**config.mk**
```make
export PLATFORM = sky130hd
export DESIGN_NAME = admittance_mass_spring_damper_step_unit
export DESIGN_NICKNAME = d
export VERILOG_FILES = /design/src/rtl/amsd_pkg.sv /design/src/rtl/amsd_mul.sv /design/src/rtl/amsd_cfg.sv /design/src/rtl/admittance_mass_spring_damper_step_unit.sv
export SDC_FILE = /design/constraint.sdc
export NUM_CORES = 2
export LEC_CHECK = 0
export BUFFER_PORTS_ARGS = -buffer_cell sky130_fd_sc_hd__buf_2
export CAP_MARGIN = 5
export CELL_PAD_IN_SITES_DETAIL_PLACEMENT = 2
export CELL_PAD_IN_SITES_GLOBAL_PLACEMENT = 2
export CORE_UTILIZATION = 45
export CTS_CLUSTER_DIAMETER = 100
export CTS_CLUSTER_SIZE = 30
export DETAILED_ROUTE_END_ITERATION = 8
export PLACE_DENSITY_LB_ADDON = 0.25
export RECOVER_POWER = 50
export SLEW_MARGIN = 30
export SYNTH_ARGS = -nofsm -noshare
export SYNTH_HDL_FRONTEND = slang
export SYNTH_HIERARCHICAL = 1
export SYNTH_SLANG_ARGS = --single-unit
```
**constraint.sdc**
```tcl
create_clock -name clk_i -period 17.1 [get_ports clk_i]
set_clock_uncertainty 0.2 [all_clocks]
set_input_delay 0.855 -clock clk_i [delete_from_list [all_inputs] [get_ports clk_i]]
set_output_delay 0.855 -clock clk_i [all_outputs]
set_load 0.1 [all_outputs]
```
**src/rtl/amsd_pkg.sv**
```systemverilog
// Shared types and constants for the admittance mass-spring-damper step unit.
// Used by amsd_cfg, amsd_mul and the top level; depends on nothing else.
package amsd_pkg;

  // Fixed-point format: signed Q16.16 values, unsigned Q16.16 coefficients.
  localparam int unsigned QFrac    = 16;
  localparam int unsigned QWidth   = 32;
  localparam int unsigned DtWidth  = 16;
  localparam int unsigned MulWidth = 32;
  localparam int unsigned ProdWidth = 2 * MulWidth;

  // The net force stays below 2^49 in magnitude, so 50 signed bits hold it.
  localparam int unsigned NetWidth = 50;
  // Acceleration product: 49-bit magnitude times a 32-bit coefficient.
  localparam int unsigned WideWidth = 81;

  // Operation selector carried in the input tuser.
  localparam logic OpStep  = 1'b0;
  localparam logic OpClear = 1'b1;

  // Status codes carried in the output tuser.
  localparam logic [1:0] StatusOk       = 2'd0;
  localparam logic [1:0] StatusBadDt    = 2'd1;
  localparam logic [1:0] StatusOverflow = 2'd2;

  // Configuration register indexes.
  localparam int unsigned CfgIdxWidth = 2;
  localparam logic [CfgIdxWidth-1:0] CfgInverseMass = 2'd0;
  localparam logic [CfgIdxWidth-1:0] CfgDamping     = 2'd1;
  localparam logic [CfgIdxWidth-1:0] CfgStiffness   = 2'd2;

  // Configuration register contents handed to the datapath.
  typedef struct packed {
    logic [QWidth-1:0] inverse_mass;
    logic [QWidth-1:0] damping;
    logic [QWidth-1:0] stiffness;
  } amsd_cfg_t;

  // Sequencer states.
  typedef enum logic [3:0] {
    ST_IDLE,
    ST_MUL_DAMP,
    ST_MUL_STIFF,
    ST_ADD_STIFF,
    ST_ACC_LO,
    ST_ACC_HI,
    ST_ACC_SUM,
    ST_VEL_MUL,
    ST_VEL_ADD,
    ST_POS_MUL,
    ST_POS_ADD,
    ST_DONE
  } amsd_state_e;

endpackage

```
**src/rtl/amsd_mul.sv**
```systemverilog
// Shared 32x32 unsigned multiplier with a registered product.
// Depends on amsd_pkg for the operand and product widths.
module amsd_mul
  import amsd_pkg::*;
(
  input  logic                 clk_i,
  input  logic [MulWidth-1:0]  op_a_i,
  input  logic [MulWidth-1:0]  op_b_i,
  output logic [ProdWidth-1:0] prod_o
);

  logic [ProdWidth-1:0] prod_q;
  logic [ProdWidth-1:0] prod_d;

  // The product is registered before any use.
  assign prod_d = ProdWidth'(op_a_i) * ProdWidth'(op_b_i);

  always_ff @(posedge clk_i) begin
    prod_q <= prod_d;
  end

  assign prod_o = prod_q;

endmodule

```
**src/rtl/amsd_cfg.sv**
```systemverilog
// Configuration register file for inverse mass, damping and stiffness.
// Depends on amsd_pkg for the register indexes and the amsd_cfg_t struct.
module amsd_cfg
  import amsd_pkg::*;
(
  input  logic                   clk_i,
  input  logic                   rst_ni,
  input  logic                   wr_en_i,
  input  logic [CfgIdxWidth-1:0] wr_index_i,
  input  logic [QWidth-1:0]      wr_data_i,
  output amsd_cfg_t              cfg_o
);

  amsd_cfg_t cfg_q;
  amsd_cfg_t cfg_d;

  // Decode the register index; unknown indexes leave everything as is.
  always_comb begin
    cfg_d = cfg_q;
    if (wr_en_i) begin
      unique case (wr_index_i)
        CfgInverseMass: cfg_d.inverse_mass = wr_data_i;
        CfgDamping:     cfg_d.damping      = wr_data_i;
        CfgStiffness:   cfg_d.stiffness    = wr_data_i;
        default:        cfg_d              = cfg_q;
      endcase
    end
  end

  always_ff @(posedge clk_i or negedge rst_ni) begin
    if (!rst_ni) begin
      cfg_q.inverse_mass <= QWidth'(32'h0001_0000);
      cfg_q.damping      <= '0;
      cfg_q.stiffness    <= '0;
    end else begin
      cfg_q <= cfg_d;
    end
  end

  assign cfg_o = cfg_q;

endmodule

```
**src/rtl/admittance_mass_spring_damper_step_unit.sv**
```systemverilog
// Top level of the single-axis admittance filter step unit (semi-implicit Euler, Q16.16).
// Depends on amsd_pkg, amsd_cfg (coefficient registers) and amsd_mul (shared multiplier).
//
//   channel   direction  handshake                   payload
//   s_axis    in         s_axis_tvalid/s_axis_tready tdata {time_step, applied_force}, tuser op
//   m_axis    out        m_axis_tvalid/m_axis_tready tdata {accel, velocity, position}, tuser status
//   cfg       in         cfg_valid_i/cfg_ready_o     cfg_index_i, cfg_data_i
//
// From acceptance until the unit is ready again, an integrate request runs through six
// passes of the one shared 32x32 multiplier and the adds between them. A clear or zero
// time step goes straight to the final state; an acceleration or velocity overflow ends the run after its check.
// After reset the state is zero and inverse mass is 1.0; no clearing pass is needed.
// The result waits in an output register; the next request is taken while it waits, and
// the unit stalls in its final state only if that register is still full.
module admittance_mass_spring_damper_step_unit
  import amsd_pkg::*;
(
  input  logic                   clk_i,
  input  logic                   rst_ni,
  // Input stream.
  input  logic                   s_axis_tvalid,
  output logic                   s_axis_tready,
  input  logic [47:0]            s_axis_tdata,  // [31:0] applied_force, [47:32] time_step
  input  logic [0:0]             s_axis_tuser,  // [0] op
  // Output stream.
  output logic                   m_axis_tvalid,
  input  logic                   m_axis_tready,
  output logic [95:0]            m_axis_tdata,  // [31:0] position_out, [63:32] velocity_out,
                                                // [95:64] acceleration_out
  output logic [1:0]             m_axis_tuser,  // [1:0] status
  // Configuration writes.
  input  logic                   cfg_valid_i,
  output logic                   cfg_ready_o,
  input  logic [CfgIdxWidth-1:0] cfg_index_i,
  input  logic [QWidth-1:0]      cfg_data_i
);

  amsd_cfg_t cfg;

  amsd_state_e state_q, state_d;

  // Integrator state.
  logic signed [QWidth-1:0]   pos_q, pos_d;
  logic signed [QWidth-1:0]   vel_q, vel_d;
  logic signed [QWidth-1:0]   acc_q, acc_d;

  // Working registers of one request.
  logic signed [NetWidth-1:0] net_q, net_d;
  logic [WideWidth-1:0]       wide_q, wide_d;
  logic signed [QWidth-1:0]   acc_n_q, acc_n_d;
  logic signed [QWidth-1:0]   vel_n_q, vel_n_d;
  logic [DtWidth-1:0]         dt_q, dt_d;
  logic [1:0]                 status_q, status_d;

  // Output register.
  logic                       out_valid_q, out_valid_d;
  logic [95:0]                out_data_q, out_data_d;
  logic [1:0]                 out_user_q, out_user_d;

  // Sequencer outputs.
  logic [MulWidth-1:0]        mul_a, mul_b;
  logic                       in_ready;
  logic                       out_load;

  // Shared unit results and helpers.
  logic [ProdWidth-1:0]       prod;
  logic [ProdWidth:0]         prod_rnd_sum;
  logic [ProdWidth-QFrac:0]   prod_rnd;
  logic [NetWidth-1:0]        net_abs;
  logic [WideWidth-1:0]       acc_full;
  logic [WideWidth-QFrac-1:0] acc_mag;
  logic                       acc_ovf;
  logic signed [QWidth+2:0]   vel_sum;
  logic signed [QWidth+2:0]   pos_sum;
  logic                       vel_ovf;
  logic                       pos_ovf;
  logic                       in_accept;
  logic                       in_op;
  logic signed [QWidth-1:0]   in_force;
  logic [DtWidth-1:0]         in_dt;

  assign in_accept = s_axis_tvalid && s_axis_tready;
  assign in_op     = s_axis_tuser[0];
  assign in_force  = s_axis_tdata[QWidth-1:0];
  assign in_dt     = s_axis_tdata[QWidth+DtWidth-1:QWidth];

  // Coefficient registers; writes are always taken.
  assign cfg_ready_o = 1'b1;

  amsd_cfg u_cfg (
    .clk_i      (clk_i),
    .rst_ni     (rst_ni),
    .wr_en_i    (cfg_valid_i),
    .wr_index_i (cfg_index_i),
    .wr_data_i  (cfg_data_i),
    .cfg_o      (cfg)
  );

  amsd_mul u_mul (
    .clk_i  (clk_i),
    .op_a_i (mul_a),
    .op_b_i (mul_b),
    .prod_o (prod)
  );

  // Round the registered product to nearest at 2^-16, ties away from zero on magnitude.
  assign prod_rnd_sum = {1'b0, prod} + (ProdWidth+1)'(1 << (QFrac - 1));
  assign prod_rnd     = prod_rnd_sum[ProdWidth:QFrac];

  // Magnitude of the net force; it is split into a low and a high multiplier pass.
  assign net_abs = net_q[NetWidth-1] ? NetWidth'(-net_q) : NetWidth'(net_q);

  // Acceleration: combine the two partial products, rounding bias already in wide_q.
  assign acc_full = wide_q + {prod[WideWidth-MulWidth-1:0], {MulWidth{1'b0}}};
  assign acc_mag  = acc_full[WideWidth-1:QFrac];
  assign acc_ovf  = (|acc_mag[WideWidth-QFrac-1:QWidth]) ||
                    (net_q[NetWidth-1] ? (acc_mag[QWidth-1:0] > 32'h8000_0000)
                                       : acc_mag[QWidth-1]);

  // Velocity and position updates with a signed range check.
  assign vel_sum = acc_n_q[QWidth-1]
                 ? (QWidth+3)'(vel_q) - $signed({2'b00, prod_rnd[QWidth:0]})
                 : (QWidth+3)'(vel_q) + $signed({2'b00, prod_rnd[QWidth:0]});
  assign pos_sum = vel_n_q[QWidth-1]
                 ? (QWidth+3)'(pos_q) - $signed({2'b00, prod_rnd[QWidth:0]})
                 : (QWidth+3)'(pos_q) + $signed({2'b00, prod_rnd[QWidth:0]});
  assign vel_ovf = (vel_sum[QWidth+2:QWidth-1] != '0) && (vel_sum[QWidth+2:QWidth-1] != '1);
  assign pos_ovf = (pos_sum[QWidth+2:QWidth-1] != '0) && (pos_sum[QWidth+2:QWidth-1] != '1);

  // Next-state logic of the sequencer.
  always_comb begin
    state_d = state_q;
    unique case (state_q)
      ST_IDLE: begin
        if (in_accept) begin
          if (in_op == OpClear || in_dt == '0) begin
            state_d = ST_DONE;
          end else begin
            state_d = ST_MUL_DAMP;
          end
        end
      end
      ST_MUL_DAMP:  state_d = ST_MUL_STIFF;
      ST_MUL_STIFF: state_d = ST_ADD_STIFF;
      ST_ADD_STIFF: state_d = ST_ACC_LO;
      ST_ACC_LO:    state_d = ST_ACC_HI;
      ST_ACC_HI:    state_d = ST_ACC_SUM;
      ST_ACC_SUM:   state_d = acc_ovf ? ST_DONE : ST_VEL_MUL;
      ST_VEL_MUL:   state_d = ST_VEL_ADD;
      ST_VEL_ADD:   state_d = vel_ovf ? ST_DONE : ST_POS_MUL;
      ST_POS_MUL:   state_d = ST_POS_ADD;
      ST_POS_ADD:   state_d = ST_DONE;
      ST_DONE:      state_d = out_load ? ST_IDLE : ST_DONE;
      default:      state_d = ST_IDLE;
    endcase
  end

  // Sequencer outputs: multiplier operand select and handshake control.
  always_comb begin
    mul_a    = '0;
    mul_b    = '0;
    in_ready = 1'b0;
    out_load = 1'b0;
    unique case (state_q)
      ST_IDLE: in_ready = 1'b1;
      ST_MUL_DAMP: begin
        mul_a = vel_q[QWidth-1] ? MulWidth'(-vel_q) : MulWidth'(vel_q);
        mul_b = cfg.damping;
      end
      ST_MUL_STIFF: begin
        mul_a = pos_q[QWidth-1] ? MulWidth'(-pos_q) : MulWidth'(pos_q);
        mul_b = cfg.stiffness;
      end
      ST_ACC_LO: begin
        mul_a = net_abs[MulWidth-1:0];
        mul_b = cfg.inverse_mass;
      end
      ST_ACC_HI: begin
        mul_a = MulWidth'(net_abs[NetWidth-1:MulWidth]);
        mul_b = cfg.inverse_mass;
      end
      ST_VEL_MUL: begin
        mul_a = acc_n_q[QWidth-1] ? MulWidth'(-acc_n_q) : MulWidth'(acc_n_q);
        mul_b = MulWidth'(dt_q);
      end
      ST_POS_MUL: begin
        mul_a = vel_n_q[QWidth-1] ? MulWidth'(-vel_n_q) : MulWidth'(vel_n_q);
        mul_b = MulWidth'(dt_q);
      end
      ST_DONE: out_load = !out_valid_q || m_axis_tready;
      default: begin
        mul_a = '0;
        mul_b = '0;
      end
    endcase
  end

  assign s_axis_tready = in_ready;

  // Datapath register updates, stepped by the sequencer state.
  always_comb begin
    pos_d    = pos_q;
    vel_d    = vel_q;
    acc_d    = acc_q;
    net_d    = net_q;
    wide_d   = wide_q;
    acc_n_d  = acc_n_q;
    vel_n_d  = vel_n_q;
    dt_d     = dt_q;
    status_d = status_q;
    case (state_q)
      ST_IDLE: begin
        if (in_accept) begin
          dt_d     = in_dt;
          net_d    = NetWidth'(in_force);
          status_d = StatusOk;
          if (in_op == OpClear) begin
            pos_d = '0;
            vel_d = '0;
            acc_d = '0;
          end else if (in_dt == '0) begin
            status_d = StatusBadDt;
          end
        end
      end
      ST_MUL_STIFF: begin
        // Damping term, sign taken from the velocity.
        net_d = vel_q[QWidth-1] ? net_q + $signed({1'b0, prod_rnd[NetWidth-2:0]})
                                : net_q - $signed({1'b0, prod_rnd[NetWidth-2:0]});
      end
      ST_ADD_STIFF: begin
        // Spring term, sign taken from the position.
        net_d = pos_q[QWidth-1] ? net_q + $signed({1'b0, prod_rnd[NetWidth-2:0]})
                                : net_q - $signed({1'b0, prod_rnd[NetWidth-2:0]});
      end
      ST_ACC_HI: begin
        // Low partial product plus the rounding bias.
        wide_d = WideWidth'(prod) + WideWidth'(1 << (QFrac - 1));
      end
      ST_ACC_SUM: begin
        if (acc_ovf) begin
          status_d = StatusOverflow;
        end else begin
          acc_n_d = net_q[NetWidth-1] ? QWidth'(-acc_mag[QWidth-1:0])
                                      : QWidth'(acc_mag[QWidth-1:0]);
        end
      end
      ST_VEL_ADD: begin
        if (vel_ovf) begin
          status_d = StatusOverflow;
        end else begin
          vel_n_d = vel_sum[QWidth-1:0];
        end
      end
      ST_POS_ADD: begin
        // Commit the new state only when the position also fits.
        if (pos_ovf) begin
          status_d = StatusOverflow;
        end else begin
          pos_d = pos_sum[QWidth-1:0];
          vel_d = vel_n_q;
          acc_d = acc_n_q;
        end
      end
      default: begin
        net_d = net_q;
      end
    endcase
  end

  // Output register: loaded from the kept or committed state in the final state.
  always_comb begin
    out_valid_d = out_valid_q;
    out_data_d  = out_data_q;
    out_user_d  = out_user_q;
    if (out_load) begin
      out_valid_d = 1'b1;
      out_data_d  = {acc_q, vel_q, pos_q};
      out_user_d  = status_q;
    end else if (out_valid_q && m_axis_tready) begin
      out_valid_d = 1'b0;
    end
  end

  always_ff @(posedge clk_i or negedge rst_ni) begin
    if (!rst_ni) begin
      state_q     <= ST_IDLE;
      pos_q       <= '0;
      vel_q       <= '0;
      acc_q       <= '0;
      out_valid_q <= 1'b0;
    end else begin
      state_q     <= state_d;
      pos_q       <= pos_d;
      vel_q       <= vel_d;
      acc_q       <= acc_d;
      out_valid_q <= out_valid_d;
    end
  end

  always_ff @(posedge clk_i) begin
    net_q      <= net_d;
    wide_q     <= wide_d;
    acc_n_q    <= acc_n_d;
    vel_n_q    <= vel_n_d;
    dt_q       <= dt_d;
    status_q   <= status_d;
    out_data_q <= out_data_d;
    out_user_q <= out_user_d;
  end

  assign m_axis_tvalid = out_valid_q;
  assign m_axis_tdata  = out_data_q;
  assign m_axis_tuser  = out_user_q;

  // The position changes only on a clear or on a successful commit.
  a_pos_commit_only: assert property (@(posedge clk_i) disable iff (!rst_ni)
    (state_q != ST_POS_ADD && !(in_accept && in_op == OpClear)) |=> $stable(pos_q))
    else $error("position changed outside commit or clear");

  // A delivered status is always one of the defined codes.
  a_status_code: assert property (@(posedge clk_i) disable iff (!rst_ni)
    m_axis_tvalid |-> (m_axis_tuser == StatusOk || m_axis_tuser == StatusBadDt ||
                       m_axis_tuser == StatusOverflow))
    else $error("undefined status on output");

  // With zero inverse mass a committed step leaves zero acceleration.
  a_zero_inv_mass: assert property (@(posedge clk_i) disable iff (!rst_ni)
    (state_q == ST_POS_ADD && !pos_ovf && cfg.inverse_mass == '0) |=> (acc_q == '0))
    else $error("nonzero acceleration with zero inverse mass");

  // An accepted request always leaves the idle state.
  a_accept_leaves_idle: assert property (@(posedge clk_i) disable iff (!rst_ni)
    in_accept |=> (state_q != ST_IDLE))
    else $error("request accepted but sequencer stayed idle");

endmodule

```
# Word-level counts from Yosys, hierarchy flattened
# Index checks and enable logic that the tools add are counted.
# word_totals
regBits	572
word_cells	126
inputBits	88
# classes
mux	40
reduce_logical	29
eq_ne	21
multipliers	1
add_sub_neg	15
bitwise	2
n_lt_le_gt_ge	1
# ops
op	count
$mux 32	10
$mux 50	4
$pmux 32 s2	3
$pmux 32 s6	1
$neg 32->32	5
$pmux 50 s3	1
$add 64x16->65 const B	2
$pmux 32 s4	1
$add 81x81->81	1
$add 32x34->35	2
$mux 35	2
$sub 32x34->35	2
$mul 32x32->64	1
$add 50x50->50	1
$neg 50->50	1
$sub 50x50->50	1
$pmux 4 s12	1
$reduce_or 33->1	1
$gt 32x32->1 const B	1
$eq 4x3->1 const B	4
$eq 4x4->1 const B	4
$logic_not 16->1	1
$mux 4	4
$reduce_and 2->1	7
21 further kinds	48

# Logic depth before layout (Yosys ltp)
# logic_depth
ltp_word	7
depth_mapped	41

# By module
# Netlist, hierarchy kept.
# by_module_without_submodules
module	area_each_um2	cells_per_inst	n_inst
amsd_mul	34707.0	3783	1
admittance_mass_spring_damper_step_unit	33239.4	3829	1
amsd_cfg	3627.2	204	1

# Worst setup path after synthesis
# OpenSTA, ideal clock, no wires.
# synth_path
kind	register to register
startpoint	reg net_q[1]
endpoint	reg u_mul.prod_q[43] (netlist: u_mul/prod_o[43])
setup_ns	0.127
n_path_buf	2
synth_period_minus_slack_ns	10.899
path_slack_ns	6.201
arrival_time_ns	10.572
stages_incl_launch_ff	39
required_time_ns	16.773
path_cell_list	edfxtp_1 inv_1 ha_1 or4b_1 or3_1 or3_1 or4_4 nand2b_1 or3_4 nor4_2 nand3_1 o31ai_1 xor2_1 o21ai_0 clkbuf_1 and2_1 fa_1 fa_1 [3 not listed] inv_1 fa_1 inv_1 fa_1 inv_1 fa_1 fa_1 ha_1 clkbuf_1 a21oi_1 o21ai_0 a41oi_1 o21bai_1 a31o_2 a221o_1 a21oi_1 o21bai_1 xor2_1
# synth_via
elab_chain_cells	4
# synth_rtl
item	line_no	rtl
start, declared	admittance_mass_spring_damper_step_unit.sv:48	logic signed [NetWidth-1:0] net_q, net_d;
start signal, assigned	admittance_mass_spring_damper_step_unit.sv:302	net_q <= net_d;
$neg 50->50	admittance_mass_spring_damper_step_unit.sv:111	assign net_abs = net_q[NetWidth-1] ? NetWidth'(-net_q) : NetWidth'(net_q);
$mux 50	admittance_mass_spring_damper_step_unit.sv:111	
$pmux 32 s6	admittance_mass_spring_damper_step_unit.sv:164	unique case (state_q)
named net mul_a[12]	admittance_mass_spring_damper_step_unit.sv:61	logic [MulWidth-1:0] mul_a, mul_b;
$mul 32x32->64	amsd_mul.sv:16	assign prod_d = ProdWidth'(op_a_i) * ProdWidth'(op_b_i);
named net u_mul.prod_d[43]	amsd_mul.sv:13	logic [ProdWidth-1:0] prod_d;
end signal, assigned	amsd_mul.sv:19	prod_q <= prod_d;
end, declared	amsd_mul.sv:12	logic [ProdWidth-1:0] prod_q;
# The timed path passes the listed nets, and every way through them passes these cells.
# A chain may end at the register's enable or synchronous reset.

# Worst setup path after layout
# layout_path
startpoint	reg net_q[49]
endpoint	reg u_mul.prod_q[60] (netlist: u_mul/prod_o[60])
# layout_via
elab_cells_between_ends	4
classes_between	1 x add/sub; 1 x mul; 2 x mux
# layout_rtl
item	line_no
$mux 50	admittance_mass_spring_damper_step_unit.sv:111
$pmux 32 s6	admittance_mass_spring_damper_step_unit.sv:164
named net mul_a[2]	admittance_mass_spring_damper_step_unit.sv:61
$mul 32x32->64	amsd_mul.sv:16
named net u_mul.prod_d[60]	amsd_mul.sv:13
# The timed path passes the listed nets, and every way through them passes these cells.

==> metrics.txt <==
vias in the first global route ~70k; Post-DP Area between 70000 and 80000 µm²; post_cts resized 0; setup repair bufs after CTS 0; Async SR Flop Fraction a little over a third; crit share post-route 78.84%; Port Buffers ~190; simple-gate share of the synthesized area between 10% and 20%; synth top area cells fa_1, edfxtp_1, ha_1; final number of setup-violating endpoints 0; worst skew pair latency approximately 0.68 ns; Syn. warnings 6; adder-cell share of the synthesized area ~33%; die span in y approximately 400 µm; gr ovfl total 0; mapped cell area just over 70000 µm²; first-pass GRT wire length roughly 470 mm; Max-cap violations 10; Slew headroom -206.5%; status complete, but fails checks; post-synth top area share between 20% and 30%; Net Count, Synth between 9k and 10k; Synth Area in Compound Gates a little over an eighth; Worst Path Required around 17 ns; largest net degree at the start of global routing 100; post-synthesis sequential area ratio 20.38%; Hold Fails Final Rpt 0; drt drc 0; Initial Util between 40% and 50%; Rows 145; Design Area, Final between 70000 and 80000 µm²; Layout Nets approximately 9.2k; crit start category register; Synth area leader fa_1; Tot GR Track Use between 30% and 40%; layout cells sized above 1 6.269%; Avg Cell Area, Syn just over 9 µm²; pins over their slew limit 480; synth unique cells between 100 and 150; Crit Path Class reg2reg; WP data arrival around 14 ns; wire length per cell between 30 and 40 µm; Worst path slowest cell clkbuf_1; fmax roughly 74 MHz; vias after detailed routing roughly 63k; CTS tree yes; setup total negative slack 0 ns; CP endpoint kind register; clk buf depth 3; hold buffer count at CTS 0; post-route ant nets 0; post-DP HPWL between 200 and 300 mm; mux cell area share after synthesis under 10%; largest family of logic cells by synthesized area adder cells; clock period minus worst slack 13.48 ns; CP peak stage delay approximately 2 ns; H-Tree Depth 2; RSZ-0062 raised after global routing false; Root Buffer clkbuf_16; area of the core about 160000 µm²; die width about 400 µm; P&R area growth vs syn 5.510%; # placed instances about 9.8k; synth cell count leaders inv_1, fa_1, nand2_1, and2_1, ha_1; Top FF cell, synth edfxtp_1; Post-Layout Cell Count 9831; clock slew at reported path FFs between 0.1 and 0.15 ns; Via density ~6.4; drt first-iter violations about 5.8k; Hold WC Path Type in2reg; slew at the pin closest to its max-slew limit around 4.6 ns; crit-path max FO 66; cell count after synthesis about 8k; Ports roughly 190; count leader, synth inv_1; Num CTS Buffers 35; failing checks max-capacitance violations, max-slew violations; Worst path most repeated cell fa_1; first drt pass iteration count 9; Die Area about 160000 µm²; # clock sinks 540; Yosys reg bits between 500 and 600; initial antenna violation count 20; Synth Area in XOR/XNOR under 10%; GPL Wtd Cong approximately 0.94; drt total wl 321.0 mm; number of flops mapped to enable cells by yosys 279
[cell type report]
class | instances | area, µm²
tap | 2058 | 2575
clock buffer | 47 | 1026
inverter | 1115 | 4185
antenna | 4 | 10.01
timing repair buffer | 305 | 1655
sequential | 540 | 14590
clock inverter | 17 | 249.0
multi-input combinational | 5745 | 51230
fill | 16900 | 81600
[registers in the layout, summed over array words and instances, names as in the netlist]
name and cells:
vel_n_q 32, u_mul/prod_o 64, vel_q 32, dt_q 16, state_q 4, wide_q 49
acc_q 32, acc_n_q 32, m_axis_tvalid 1, status_q 2, net_q 50, m_axis_tdata 96
m_axis_tuser 2, u_cfg/cfg_o 96, pos_q 32
[per-layer routing]
| metal | global-route usage, % | vias up | wire (µm) |
|---|---|---|---|
| met2 | 66.04 | 2685 | 153100 |
| met4 | 16.60 | 4 | 14850 |
| li1 | - | 25870 | - |
| met3 | 6.054 | 831 | 23030 |
| met5 | 0 | - | 34 |
| met1 | 51.28 | 33130 | 130000 |
[layout by cell type, fill, tap and decap left out, drive strengths merged, types with 279 or more instances in the layout]
cell and instances:
inv 1123, fa 901, nand2 752, and2 631, ha 469, o21ai 346, a21oi 310, nor2 307
xnor2 282, edfxtp 279
[critical path, delay by kind of cell, from the launching register on]
kind,cells,cell delay [ns]
adders and majority gates,9,4.67
buffers and inverters,5,3.28
AOI/OAI and AO/OA,5,1.56
DFF,1,0.90
and+or+nand+nor,9,2.39
xor gates and xnor gates,1,0.33
[through the flow]
step                utilization [%]  setup WS [ns]  hold WS, ns
finish                        48.07          3.619       0.2035
global route                  48.06          3.249       0.2227
CTS                           48.19          4.562     0.001141
detailed placement            47.37          4.644       0.2303
global placement              47.36          5.134       0.2115
floorplan                         -          6.201       0.2003
[path summary, 6_finish.rpt]
kind	startpoint	to	cells after the start	slack (ns)
setup / recovery	net_q[49]$_DFFE_PP_	u_mul/prod_o[60]$_DFF_P_	29	3.62
hold / removal	s_axis_tdata[32]	dt_q[0]$_DFFE_PP_	1	0.20
setup reg to reg	net_q[49]$_DFFE_PP_	u_mul/prod_o[60]$_DFF_P_	29	3.62
hold reg to reg	acc_q[6]$_DFFE_PN0P_	m_axis_tdata[70]$_DFFE_PP_	0	0.26
max in group asynchronous	rst_ni	u_cfg/cfg_o[90]$_DFFE_PN0P_	3	7.31
min in group asynchronous	rst_ni	acc_q[5]$_DFFE_PN0P_	1	1.49
[cells by family after synthesis]
family	count (synthesis)
fa+ha+maj	1370
compound gates	1434
mux	122
simple gates	2376
buf+inv	1531
flops	540
other cells	1
xor+xnor	442
Power is left out: the tool's default activity adds up to more than one toggle a clock period on the data nets, which glitch-free logic cannot reach.
